==> config.mk <==
export PLATFORM = sky130hd
export DESIGN_NAME = tdqe_ctrl
export DESIGN_NICKNAME = d
export VERILOG_FILES = /design/src/hw/rtl/tdqe_pkg.sv /design/src/hw/rtl/tdqe_ctrl.sv
export SDC_FILE = /design/constraint.sdc
export NUM_CORES = 1
export LEC_CHECK = 0
export BUFFER_PORTS_ARGS = -buffer_cell sky130_fd_sc_hd__buf_4
export CORE_MARGIN = 3
export CORE_UTILIZATION = 52
export CTS_BUF_LIST = sky130_fd_sc_hd__clkbuf_16
export CTS_CLUSTER_SIZE = 12
export DETAILED_ROUTE_END_ITERATION = 10
export PLACE_DENSITY = 0.76
export SYNTH_ARGS = -nofsm -noshare
export SYNTH_HDL_FRONTEND = slang
export SYNTH_SLANG_ARGS = --single-unit
==> constraint.sdc <==
create_clock -name clk -period 2.2 [get_ports clk]
set_input_delay 0.11 -clock clk [delete_from_list [all_inputs] [get_ports clk]]
set_output_delay 0.11 -clock clk [all_outputs]
set_load 0.01 [all_outputs]
==> src/hw/rtl/tdqe_pkg.sv <==
// Package for the target/decoy q-value engine: widths, request codes,
// status codes and controller-to-datapath command/status structs. No deps.
`timescale 1ns / 1ps

package tdqe_pkg;

  localparam int MaxPairsDefault = 1024;
  localparam int ScoreW = 32;
  localparam int IdxW = 10;
  localparam int RatioW = 17;
  localparam logic [RatioW-1:0] OneQ16 = 17'd65536;

  typedef enum logic [1:0] {
    REQ_LOAD  = 2'd0,
    REQ_QUERY = 2'd1,
    REQ_CLEAR = 2'd2,
    REQ_NONE  = 2'd3
  } req_t;

  typedef enum logic [1:0] {
    ST_OK      = 2'd0,
    ST_NOT_LDD = 2'd1,
    ST_EMPTY   = 2'd2,
    ST_RSVD    = 2'd3
  } status_t;

  // Datapath operations driven by the controller.
  typedef enum logic [3:0] {
    OP_IDLE    = 4'd0,
    OP_CAPTURE = 4'd1,  // latch input transaction
    OP_RECIP   = 4'd2,  // one step of both reciprocal dividers
    OP_SCORE   = 4'd3,  // finalize scores
    OP_SHIFT   = 4'd4,  // one insertion shift step
    OP_RDIDX   = 4'd5,  // read load-order target
    OP_SRCH_D  = 4'd6,  // decoy lower-bound step
    OP_ADJ     = 4'd7,  // threshold adjust step
    OP_SRCH_T  = 4'd8,  // target lower-bound step
    OP_DIV     = 4'd9,  // one step of both ratio dividers
    OP_CLEAR   = 4'd10
  } op_t;

  typedef struct packed {
    op_t  op;
    logic start;  // first cycle of an index-read, search or divide phase
  } cmd_t;

  typedef struct packed {
    logic   done;      // current phase finished
    logic   full;
    logic   empty;
    logic   idx_bad;
    logic   mode;
  } sts_t;

endpackage

==> src/hw/rtl/tdqe_ctrl.sv <==
// Controller FSM: sequences load, query and clear phases and drives the
// output handshake. Depends on tdqe_pkg.
`timescale 1ns / 1ps

module tdqe_ctrl (
  input  logic                clk,
  input  logic                rst_n,
  input  logic                in_valid,
  output logic                in_stall,
  input  logic [1:0]          in_req_type,
  output logic                out_valid,
  input  logic                out_stall,
  output logic [1:0]          out_status,
  output tdqe_pkg::cmd_t      cmd,
  input  tdqe_pkg::sts_t      sts
);

  typedef enum logic [8:0] {
    S_IDLE  = 9'b000000001,
    S_RECIP = 9'b000000010,
    S_SCORE = 9'b000000100,
    S_SHIFT = 9'b000001000,
    S_RDIDX = 9'b000010000,
    S_SRCHD = 9'b000100000,
    S_ADJ   = 9'b001000000,
    S_SRCHT = 9'b010000000,
    S_DIV   = 9'b100000000
  } state_t;

  state_t state_r, state_nxt;
  logic   first_r, first_nxt;
  logic   ov_r, ov_nxt;
  logic [1:0] st_r, st_nxt;
  logic   acc;

  assign in_stall  = (state_r != S_IDLE) || ov_r;
  assign acc       = in_valid && !in_stall;
  assign out_valid = ov_r;
  assign out_status = st_r;

  always_comb begin
    state_nxt = state_r;
    first_nxt = 1'b0;
    ov_nxt    = ov_r && out_stall;
    st_nxt    = st_r;
    cmd.op    = tdqe_pkg::OP_IDLE;
    cmd.start = first_r;
    unique case (state_r)
      S_IDLE: begin
        if (acc) begin
          unique case (tdqe_pkg::req_t'(in_req_type))
            tdqe_pkg::REQ_LOAD: begin
              cmd.op = tdqe_pkg::OP_CAPTURE;
              if (!sts.full) begin
                state_nxt = S_RECIP;
              end
            end
            tdqe_pkg::REQ_QUERY: begin
              cmd.op = tdqe_pkg::OP_CAPTURE;
              ov_nxt = sts.empty || sts.idx_bad;
              st_nxt = sts.empty ? tdqe_pkg::ST_EMPTY :
                       sts.idx_bad ? tdqe_pkg::ST_NOT_LDD : tdqe_pkg::ST_OK;
              if (!sts.empty && !sts.idx_bad) begin
                state_nxt = S_RDIDX; first_nxt = 1'b1;
              end
            end
            tdqe_pkg::REQ_CLEAR: cmd.op = tdqe_pkg::OP_CLEAR;
            default: ;
          endcase
        end
      end
      S_RECIP: begin
        cmd.op = tdqe_pkg::OP_RECIP;
        if (sts.done) state_nxt = S_SCORE;
      end
      S_SCORE: begin
        cmd.op = tdqe_pkg::OP_SCORE;
        if (sts.done) begin
          state_nxt = S_SHIFT;
        end
      end
      S_SHIFT: begin
        cmd.op = tdqe_pkg::OP_SHIFT;
        if (sts.done) state_nxt = S_IDLE;
      end
      S_RDIDX: begin
        cmd.op = tdqe_pkg::OP_RDIDX;
        if (sts.done) begin state_nxt = S_SRCHD; first_nxt = 1'b1; end
      end
      S_SRCHD: begin
        cmd.op = tdqe_pkg::OP_SRCH_D;
        if (sts.done) state_nxt = S_ADJ;
      end
      S_ADJ: begin
        cmd.op = tdqe_pkg::OP_ADJ;
        if (sts.done) begin state_nxt = S_SRCHT; first_nxt = 1'b1; end
      end
      S_SRCHT: begin
        cmd.op = tdqe_pkg::OP_SRCH_T;
        if (sts.done) begin state_nxt = S_DIV; first_nxt = 1'b1; end
      end
      S_DIV: begin
        cmd.op = tdqe_pkg::OP_DIV;
        if (sts.done) begin state_nxt = S_IDLE; ov_nxt = 1'b1; end
      end
      default: state_nxt = S_IDLE;
    endcase
  end

  always_ff @(posedge clk) begin
    if (!rst_n) begin
      state_r <= S_IDLE;
      first_r <= 1'b0;
      ov_r    <= 1'b0;
      st_r    <= tdqe_pkg::ST_OK;
    end else begin
      state_r <= state_nxt;
      first_r <= first_nxt;
      ov_r    <= ov_nxt;
      st_r    <= st_nxt;
    end
  end

endmodule

==> run_results.csv, run 1 <==
group,metric,value,unit
outcome,status,"finished clean",
setup_path,critPathMaxStageDelay,0.56,ns
power,ir_drop,0.000538,V
sta,skew,0.00202,ns
hold_path,holdPathEnd,"state_r[0]",
die,dieWidth,47.3,um
sta,hold_viol,0,
drt,via_count,958,
drt,routed_wl,2.21,mm
synthesis,synth.avg_cell_area,7.53,sq um
synthesis,yosysSeqAreaShare,29.3,%
final_layout,final_core_util,73.0,%
final_layout,fillers,133,
power,leakagePower,0.000458,uW
placement,hpwl,1.73,mm
setup_path,worstPathRequired,2.37,ns
synthesis,synth_most_common_cell,"dfxtp_1",
setup_path,criticalPathCategory,"register to register",
synthesis,synth_edf_count,0,
synthesis,ys_top_cells_by_area,"dfxtp_1, a21oi_1, nor2_1, nand3_1, o21ai_0",
synthesis,yosys.area.top_type,"dfxtp_1",
power,power_density,761,nW/um^2
global_route,grt.total_usage,21.9,%
die,start_util,57.0,%
sta,slew_viol_final,0,
hold_path,min_from,"rst_n",
setup_path,rrSetupSlack,0.12,ns
final_layout,drive_above_1_share,27.0,%
die,rows,14,
sta,layout_min_cycle_time,2.08,ns
setup_path,critPathTopFamily,"simple AND/OR/NAND/NOR gates",
setup_path,crit_chain,"or4_4, or4_1, a31oi_1, buf_4, o21ai_1, a21oi_1",
synthesis,async_reset_ff_share,0,%
setup_path,worstPathArrival,2.24,ns
sta,finalCritPeriodShare,94.3,%
clock_tree,clock-root-buffer,"clkbuf_16",
global_route,grt_pass1_vias,843,
setup_path,r2r_end,"state_r[3]",
setup_path,critPathLaunchType,"register",
sta,finalSetupViolCount,0,
synthesis,synth_top_area_share,29.3,%
setup_path,cp.buffers_inverters,1,
synthesis,synth_warnings,0,
job,cap_viol_max_count,0,
sta,slew_headroom,73.4,%
synthesis,ys_seq_elements,13,
clock_tree,clk_pin_slew,0.04,ns
placement,gp_congestion,0.872,
die,die_h,47.3,um
setup_path,crit_fanout,11,
drt,drt-wirelength-per-cell,14.1,um
final_layout,num_antenna_cells,0,
global_route,antenna_found_initial,0,
global_route,globalRouteOverflowTotal,0,
synthesis,synthDistinctLibCells,40,
drt,first_iter_violations,44,
sta,fin_tns_setup,0,ns
clock_tree,cts_buffers,3,
hold_path,hold_depth,2,
clock_tree,clock-sinks,13,
setup_path,ff2ff_path_depth,6,
clock_tree,ctsHtreeMaxLevel,1,
final_layout,register_area,260,sq um
die,core_area,1560,sq um
hold_path,worstHoldPathType,"input port to register",
synthesis,synth_area,888,sq um
synthesis,synth_fp_nets,129,
die,io_pins,20,
global_route,grt_max_degree,13,
clock_tree,cts_buffer_depth,2,
drt,drc_errors,0,
sta,rsz0062_at_grt,"no",
placement,port_buffers,18,
sta,worst_pin_slew,0.396,ns
setup_path,cpMaxStageDelayCell,"or4_4",
setup_path,end_kind,"register",
synthesis,synth-main-ff-cell,"dfxtp_1",
final_layout,syn2layout_area_growth,28.2,%
die,dieArea,2240,sq um
clock_tree,clk_latency,0.24,ns
final_layout,nets,153,
global_route,grt_pass1_wl,3.54,mm
synthesis,syn_inst,118,
final_layout,multi_input_area,554,sq um
drt,via_per_inst,6.10,
sta,fmax,482,MHz
setup_path,regToRegStartpoint,"state_r[0]",
drt,ant_nets,0,
synthesis,netlist_top_cells_count,"dfxtp_1, a21oi_1, nor2_1",
drt,drtPass1Iterations,4,
clock_tree,cts_tree,"built",
routing by layer:
metal,wire (um),part of all wire (%),up-vias,GRT usage [%]
met5,0,0,-,0
met2,1090,49,32,35.0
li1,-,-,481,-
met4,18,0.81,0,6.63
met1,959,43,441,28.5
met3,149,6.7,4,6.13
metrics by stage:
stage | power, uW | hold slack, ns | std cells | area, sq um | setup slack, ns
floorplan | 438 | 0.186 | 118 | 888 | 0.154
global placement | 529 | 0.331 | 153 | 1060 | 0.181
detailed placement | 534 | 0.314 | 153 | 1060 | 0.148
CTS | 866 | 0.0691 | 157 | 1140 | 0.121
global route | 909 | 0.0857 | 157 | 1140 | 0.0370
finish | 866 | 0.0686 | 157 | 1140 | 0.125
worst reg2reg max path: stages (launching register included):
cell and delay, ns:
dfxtp_1 0.31, or4_4 0.56, or4_1 0.55, a31oi_1 0.16, buf_4 0.19, o21ai_1 0.08, a21oi_1 0.16
cells by family after synthesis:
kind of cell / after synthesis / synth area share [%]
xor gates and xnor gates: 4 / 3.94
muxes: 1 / 1.13
DFF: 13 / 29.3
and+or+nand+nor: 50 / 32.8
buffers and inverters: 13 / 8.31
AOI/OAI and AO/OA: 37 / 24.5
worst max-delay path by stage:
stage,startpoint,end,slack [ns],cells past startpoint
final,state_r[0],state_r[3],0.12,6
after global routing,state_r[0],state_r[7],0.04,6
after CTS,state_r[0],cmd[1],0.12,4
after detailed placement,state_r[0],state_r[3],0.15,6
after global placement,state_r[0],state_r[7],0.18,6
after floorplan,state_r[1],state_r[8],0.15,7
flip-flops by register name (all words and copies together), names as in the netlist:
signal	cells
out_status	2
out_valid	1
first_r	1
state_r	9
cells in the final DEF (no fill, tap or decap), drive strengths merged:
cell type,Yosys,layout
buf,7,28
dfxtp,13,13
a21oi,13,13
o21ai,13,13
nor2,10,10
nand2,8,8
nand3,7,7
inv,4,5
or3,4,4
or4,4,4
nand4,3,3
a31oi,3,3
clkbuf,2,3
nor4,3,3
and3,2,2
nand2b,2,2
nor2b,2,2
xor2,2,2
a21o,2,2
xnor2,2,2
nor3,2,2
o211ai,1,1
o311ai,1,1
nand4b,1,1
a22oi,1,1
a2bb2oi,1,1
a31o,1,1
nand3b,1,1
mux2i,1,1
o2111ai,1,1
nor4b,1,1
timing repair:
action / in CTS / in global routing
setup endpoints to repair: 0 / 1
resized for setup: 0 / 1
setup buffers: 0 / 0
hold buffers: 0 / 0
report_power, final:
part | switching, uW | internal, uW
clock network | 91.3 | 239
registers | 6.84 | 249
logic | 157 | 123
layout make-up:
cell class                 instances  area share (%)
clock buffer                       3            6.59
clock inverter                     1           0.330
inverter                           4            1.32
multi-input combinational         92            48.7
sequential                        13            22.9
tap                               16            1.76
timing repair buffer              28            18.5
(Power assumes the default switching activity.)
==> run 2, diff against run 1 <==
--- a/config.mk
+++ b/config.mk
@@ -6,12 +6,13 @@
 export NUM_CORES = 1
 export LEC_CHECK = 0
 export BUFFER_PORTS_ARGS = -buffer_cell sky130_fd_sc_hd__buf_4
+export CAP_MARGIN = 10
 export CORE_MARGIN = 3
-export CORE_UTILIZATION = 52
+export CORE_UTILIZATION = 39
 export CTS_BUF_LIST = sky130_fd_sc_hd__clkbuf_16
 export CTS_CLUSTER_SIZE = 12
 export DETAILED_ROUTE_END_ITERATION = 10
-export PLACE_DENSITY = 0.76
+export PLACE_DENSITY = 0.6
 export SYNTH_ARGS = -nofsm -noshare
 export SYNTH_HDL_FRONTEND = slang
 export SYNTH_SLANG_ARGS = --single-unit
==> constraint.sdc (replaced) <==
create_clock -name clk -period 2.2 [get_ports clk]
set_input_delay 0.11 -clock clk [delete_from_list [all_inputs] [get_ports clk]]
set_output_delay 0.11 -clock clk [all_outputs]
set_load 0.02 [all_outputs]
==> run 2 against run 1 <==
Wire length is 5.5% higher. Via count is 4.8% lower. Sequential power hardly changed. Clock skew hardly changed. Critical endpoint is now state_r[6]. Fmax is 0.29% lower. First-iteration DRC count is 68% lower. Register-to-register slack hardly changed. Largest cell class unchanged. Clock-buffer cell count stayed put. Critical path type unchanged. Clock power hardly changed.
==> run_results.csv, run 2 (same netlist as run 1, synthesis figures left out) <==
group,metric,value,unit
sta,slew_headroom,69.7,%
clock_tree,cts_buffers,3,
drt,via_count,912,
power,seqPwrFrac,29.1,%
final_layout,regMostFlops,"state_r",
sta,setup_slack,0.119,ns
setup_path,cp.buffers_inverters,1,
drt,ant_nets,0,
power,p_sw,268,uW
clock_tree,clock-root-buffer,"clkbuf_16",
job,cap_viol_max_count,0,
clock_tree,clk_latency,0.24,ns
drt,via_per_inst,5.40,
power,power.share.clock,37.5,%
sta,fin_hold_ws,0.0839,ns
hold_path,worstHoldPathType,"input port to register",
setup_path,ff2ff_path_depth,6,
power,power_density,760,nW/um^2
final_layout,instances_no_fill,169,
hold_path,holdPathEnd,"state_r[0]",
power,comb_power_share,33.5,%
sta,finalCritPeriodShare,94.6,%
final_layout,final_common_cell,"buf_4",
drt,drc_errors,0,
die,start_util,43.1,%
power,swShare,30.4,%
placement,gp_congestion,0.912,
clock_tree,clock-sinks,13,
clock_tree,cts_tree,"built",
sta,fin_tns_setup,0,ns
setup_path,critPathTopFamily,"simple AND/OR/NAND/NOR gates",
sta,hold_viol,0,
final_layout,syn2layout_area_growth,30.7,%
global_route,grt_pass1_vias,816,
global_route,grt_max_degree,13,
die,io_pins,20,
final_layout,drive_above_1_share,28.2,%
power,ir_drop,0.000729,V
setup_path,worstPathArrival,2.24,ns
setup_path,regToRegStartpoint,"state_r[0]",
drt,drtPass1Iterations,4,
global_route,grt_pass1_wl,3.72,mm
sta,fmax,481,MHz
setup_path,r2r_end,"state_r[6]",
setup_path,cpMaxStageDelayCell,"or4_4",
die,dieArea,2890,sq um
placement,hpwl,1.84,mm
power,power,882,uW
clock_tree,postCtsSetupBuffers,0,
global_route,antenna_found_initial,0,
sta,skew,0.00191,ns
die,rows,16,
final_layout,largest_reg_flops,9,
setup_path,criticalPathCategory,"register to register",
setup_path,end_kind,"register",
die,dieWidth,53.7,um
final_layout,num_antenna_cells,0,
setup_path,crit_fanout,11,
power,leakagePower,0.000464,uW
placement,port_buffers,18,
setup_path,critPathLaunchType,"register",
drt,routed_wl,2.33,mm
clock_tree,cts_buffer_depth,2,
sta,slew_viol_final,0,
global_route,globalRouteOverflowTotal,0,
hold_path,min_from,"rst_n",
final_layout,most-common-layout-cells,"buf_4, dfxtp_1, a21oi_1, nor2_1, nand2_1",
final_layout,nets,154,
setup_path,worstPathRequired,2.36,ns
die,core_area,2060,sq um
setup_path,critPathMaxStageDelay,0.56,ns
sta,layout_min_cycle_time,2.08,ns
hold_path,hold_depth,2,
outcome,status,"finished clean",
clock_tree,clk_pin_slew,0.04,ns
drt,drt-wirelength-per-cell,13.8,um
placement,dp.cells,165,
drt,first_iter_violations,14,
sta,worst_pin_slew,0.450,ns
sta,rsz0062_at_grt,"no",
placement,place_ws,0.141,ns
global_route,grt.total_usage,18.2,%
die,die_h,53.7,um
sta,finalSetupViolCount,0,
power,p_int,614,uW
setup_path,rrSetupSlack,0.12,ns
setup_path,crit_chain,"or4_4, or4_1, a31oi_1, buf_4, o21ai_1, a21oi_1",
clock_tree,ctsHtreeMaxLevel,1,
## run 2: cell types whose count changed in the layout (fill, tap and decap cells not counted), sizes merged
cell / delta
buf: +1
## run 2: timing repair
item | 4_1_cts | 5_1_grt
endpoints found under the setup margin | 0 | 1
hold buffers | 0 | 0
resized for setup | 0 | 1
## run 2: final cells by class
class                      instances  area (sq um)
clock buffer                       3          75.1
clock inverter                     1          3.75
fill                             207           901
inverter                           4          15.0
multi-input combinational         92           556
sequential                        13           260
tap                               27          33.8
timing repair buffer              29           218
## run 2: power by group through the flow
stage	clock network (uW)	logic, uW	registers, uW
final	330	295	256
after floorplan	0	187	267
after CTS	336	291	256
after detailed placement	0	291	261
after global routing	349	323	258
after global placement	0	290	260
## run 2: through the flow
step / utilization [%] / instance area, sq um
2_1_floorplan: - / 888
3_3_place_gp: 52.4 / 1080
3_5_place_dp: 52.4 / 1080
4_1_cts: 56.3 / 1160
5_1_grt: 56.3 / 1160
6_report: 56.3 / 1160
## run 2: per-layer routing
layer / GRT usage [%] / part of all wire (%) / vias up
met5: 0 / 0 / -
met4: 5.11 / 0.56 / 0
met3: 4.99 / 4.4 / 2
met2: 28.4 / 47 / 17
met1: 24.2 / 48 / 410
li1: - / - / 483
## run 2: worst max-delay path by stage
stage / depth (start not counted) / to / slack [ns] / from
after floorplan: 7 / state_r[8] / 0.15 / state_r[1]
after global placement: 6 / state_r[7] / 0.15 / state_r[0]
after detailed placement: 6 / state_r[6] / 0.14 / state_r[0]
after CTS: 6 / cmd[2] / 0.09 / state_r[6]
after global routing: 6 / cmd[2] / 0.05 / state_r[6]
final: 6 / state_r[6] / 0.12 / state_r[0]
==> run 3, diff against run 2 <==
--- a/config.mk
+++ b/config.mk
@@ -8,11 +8,11 @@
 export BUFFER_PORTS_ARGS = -buffer_cell sky130_fd_sc_hd__buf_4
 export CAP_MARGIN = 10
 export CORE_MARGIN = 3
-export CORE_UTILIZATION = 39
+export CORE_UTILIZATION = 30
 export CTS_BUF_LIST = sky130_fd_sc_hd__clkbuf_16
 export CTS_CLUSTER_SIZE = 12
 export DETAILED_ROUTE_END_ITERATION = 10
-export PLACE_DENSITY = 0.6
+export PLACE_DENSITY = 0.48
 export SYNTH_ARGS = -nofsm -noshare
 export SYNTH_HDL_FRONTEND = slang
 export SYNTH_SLANG_ARGS = --single-unit
==> constraint.sdc (replaced) <==
create_clock -name clk -period 2.4 [get_ports clk]
set_input_delay 0.12 -clock clk [delete_from_list [all_inputs] [get_ports clk]]
set_output_delay 0.12 -clock clk [all_outputs]
set_load 0.01 [all_outputs]
==> run 3 against run 2 <==
Core utilization fell by 16 points. Global-route usage is 3.7 points lower. Worst setup slack better by 0.069 ns. Final area down 2.9%. Largest power group unchanged. Combinational power down 17%. Critical path depth did not move. Sequential cell count stayed put. Critical endpoint is now cmd[2]. Worst hold slack better by 0.020 ns.
==> run_results.csv, run 3 (same netlist as run 1, synthesis figures left out) <==
group,metric,value,unit
clock_tree,ctsHtreeMaxLevel,1,
clock_tree,cts_buffers,3,
placement,port_buffers,18,
setup_path,regToRegStartpoint,"state_r[6]",
clock_tree,cts_buffer_depth,2,
final_layout,drive_above_1_share,24.8,%
global_route,grt_max_degree,13,
die,dieArea,3650,sq um
hold_path,worstHoldPathType,"input port to register",
setup_path,cp-endpoint,"cmd[2]",
global_route,antenna_found_initial,0,
power,ir_drop,0.000412,V
setup_path,end_kind,"output port",
setup_path,rrSetupSlack,0.24,ns
sta,layout_min_cycle_time,2.21,ns
global_route,globalRouteOverflowTotal,0,
clock_tree,cts.repair.resized,0,
sta,worst_pin_slew,0.501,ns
sta,skew,0.000809,ns
setup_path,cp.buffers_inverters,1,
sta,slew_headroom,66.3,%
sta,hold_viol,0,
setup_path,crit_fanout,10,
drt,drc_errors,0,
die,dieWidth,60.4,um
sta,finalSetupViolCount,0,
final_layout,fillers,286,
die,start_util,31.9,%
final_layout,regMostFlops,"state_r",
global_route,grt_pass1_vias,874,
sta,slew_viol_final,0,
final_layout,final_cell_area,1130,sq um
die,io_pins,20,
sta,fmax,452,MHz
drt,ant_nets,0,
drt,routed_wl,2.50,mm
clock_tree,postCtsSetupBuffers,0,
die,rows,19,
setup_path,path_depth,6,
hold_path,hold_depth,2,
sta,finalCritPeriodShare,92.2,%
global_route,met2_usage,24.4,%
setup_path,worstPathArrival,2.09,ns
setup_path,critPathLaunchType,"register",
setup_path,ff2ff_path_depth,7,
setup_path,criticalPathCategory,"register to output port",
sta,rsz0062_at_grt,"no",
job,cap_viol_max_count,0,
setup_path,cpMaxStageDelayCell,"or3_4",
final_layout,syn2layout_area_growth,26.9,%
placement,place_ws,0.264,ns
sta,setup_slack,0.188,ns
final_layout,nets,149,
drt,first_iter_violations,23,
setup_path,startpoint,"state_r[6]",
setup_path,r2r_end,"state_r[7]",
setup_path,critPathTopFamily,"simple AND/OR/NAND/NOR gates",
drt,drtPass1Iterations,4,
global_route,grt_pass1_wl,3.87,mm
clock_tree,clock-sinks,13,
placement,gp_congestion,0.789,
setup_path,critPathMaxStageDelay,0.45,ns
sta,fin_tns_setup,0,ns
global_route,busiest_layer,"met2",
final_layout,num_antenna_cells,0,
clock_tree,cts_hold_buf,0,
setup_path,crit_chain,"or3_4, nor4_2, and3_1, nand4_1, o211ai_1, buf_4",
final_layout,final_common_cell,"buf_4",
placement,hpwl,1.88,mm
final_layout,most-common-layout-cells,"buf_4, dfxtp_1, a21oi_1, nor2_1, nand2_1",
outcome,status,"finished clean",
power,power_density,710,nW/um^2
global_route,use_met1,17.6,%
drt,drt-wirelength-per-cell,14.9,um
drt,via_per_inst,5.72,
clock_tree,cts_tree,"built",
clock_tree,clk_latency,0.24,ns
die,core_area,2780,sq um
placement,placed_cell_area,1050,sq um
power,leakagePower,0.000436,uW
clock_tree,clock-root-buffer,"clkbuf_16",
global_route,grt_use_met3,3.19,%
clock_tree,clk_pin_slew,0.05,ns
global_route,grt.total_usage,14.5,%
drt,via_count,961,
setup_path,worstPathRequired,2.28,ns
final_layout,final_core_util,40.5,%
die,die_h,60.4,um
final_layout,largest_reg_flops,9,
-- run 3: cell count changes in the layout (fill, tap and decap cells not counted) --
cell,previous run,this run
and3_1,1,2
and3_2,1,0
buf_4,29,24
o311ai_0,0,1
o311ai_1,1,0
-- run 3: where the power goes --
part	internal [uW]	leakage, uW	switching, uW	total (uW)
Sequential	228	0.000105	13.5	242
Combinational	106	0.000289	141	246
Clock	220	0.0000423	92.1	312
-- run 3: routing by layer --
layer	up-vias	part of all wire, %
li1	468	-
met1	453	46
met2	36	47
met3	4	5.7
met4	0	1.6
met5	-	0
-- run 3: metrics by stage --
stage / std cells / power, uW / hold slack (ns)
3_3_place_gp: 164 / 490 / 0.367
2_1_floorplan: 118 / 401 / 0.196
6_report: 168 / 800 / 0.104
4_1_cts: 168 / 808 / 0.0991
5_1_grt: 168 / 839 / 0.109
3_5_place_dp: 164 / 489 / 0.350
-- run 3: how the worst min path moves through the flow --
| stage | startpoint | end | slack [ns] |
|---|---|---|---|
| 6_report | rst_n | state_r[0] | 0.10 |
| 3_3_place_gp | rst_n | state_r[0] | 0.37 |
| 4_1_cts | rst_n | state_r[0] | 0.1 |
| 3_5_place_dp | rst_n | state_r[0] | 0.35 |
| 2_1_floorplan | rst_n | state_r[0] | 0.20 |
| 5_1_grt | rst_n | state_r[0] | 0.11 |
-- run 3: cell type report --
class	count	area, sq um	share of cell area [%]
clock buffer	3	75.1	6.66
clock inverter	1	3.75	0.333
inverter	4	15.0	1.33
multi-input combinational	92	554	49.2
sequential	13	260	23.1
tap	31	38.8	3.44
timing repair buffer	24	180	16.0
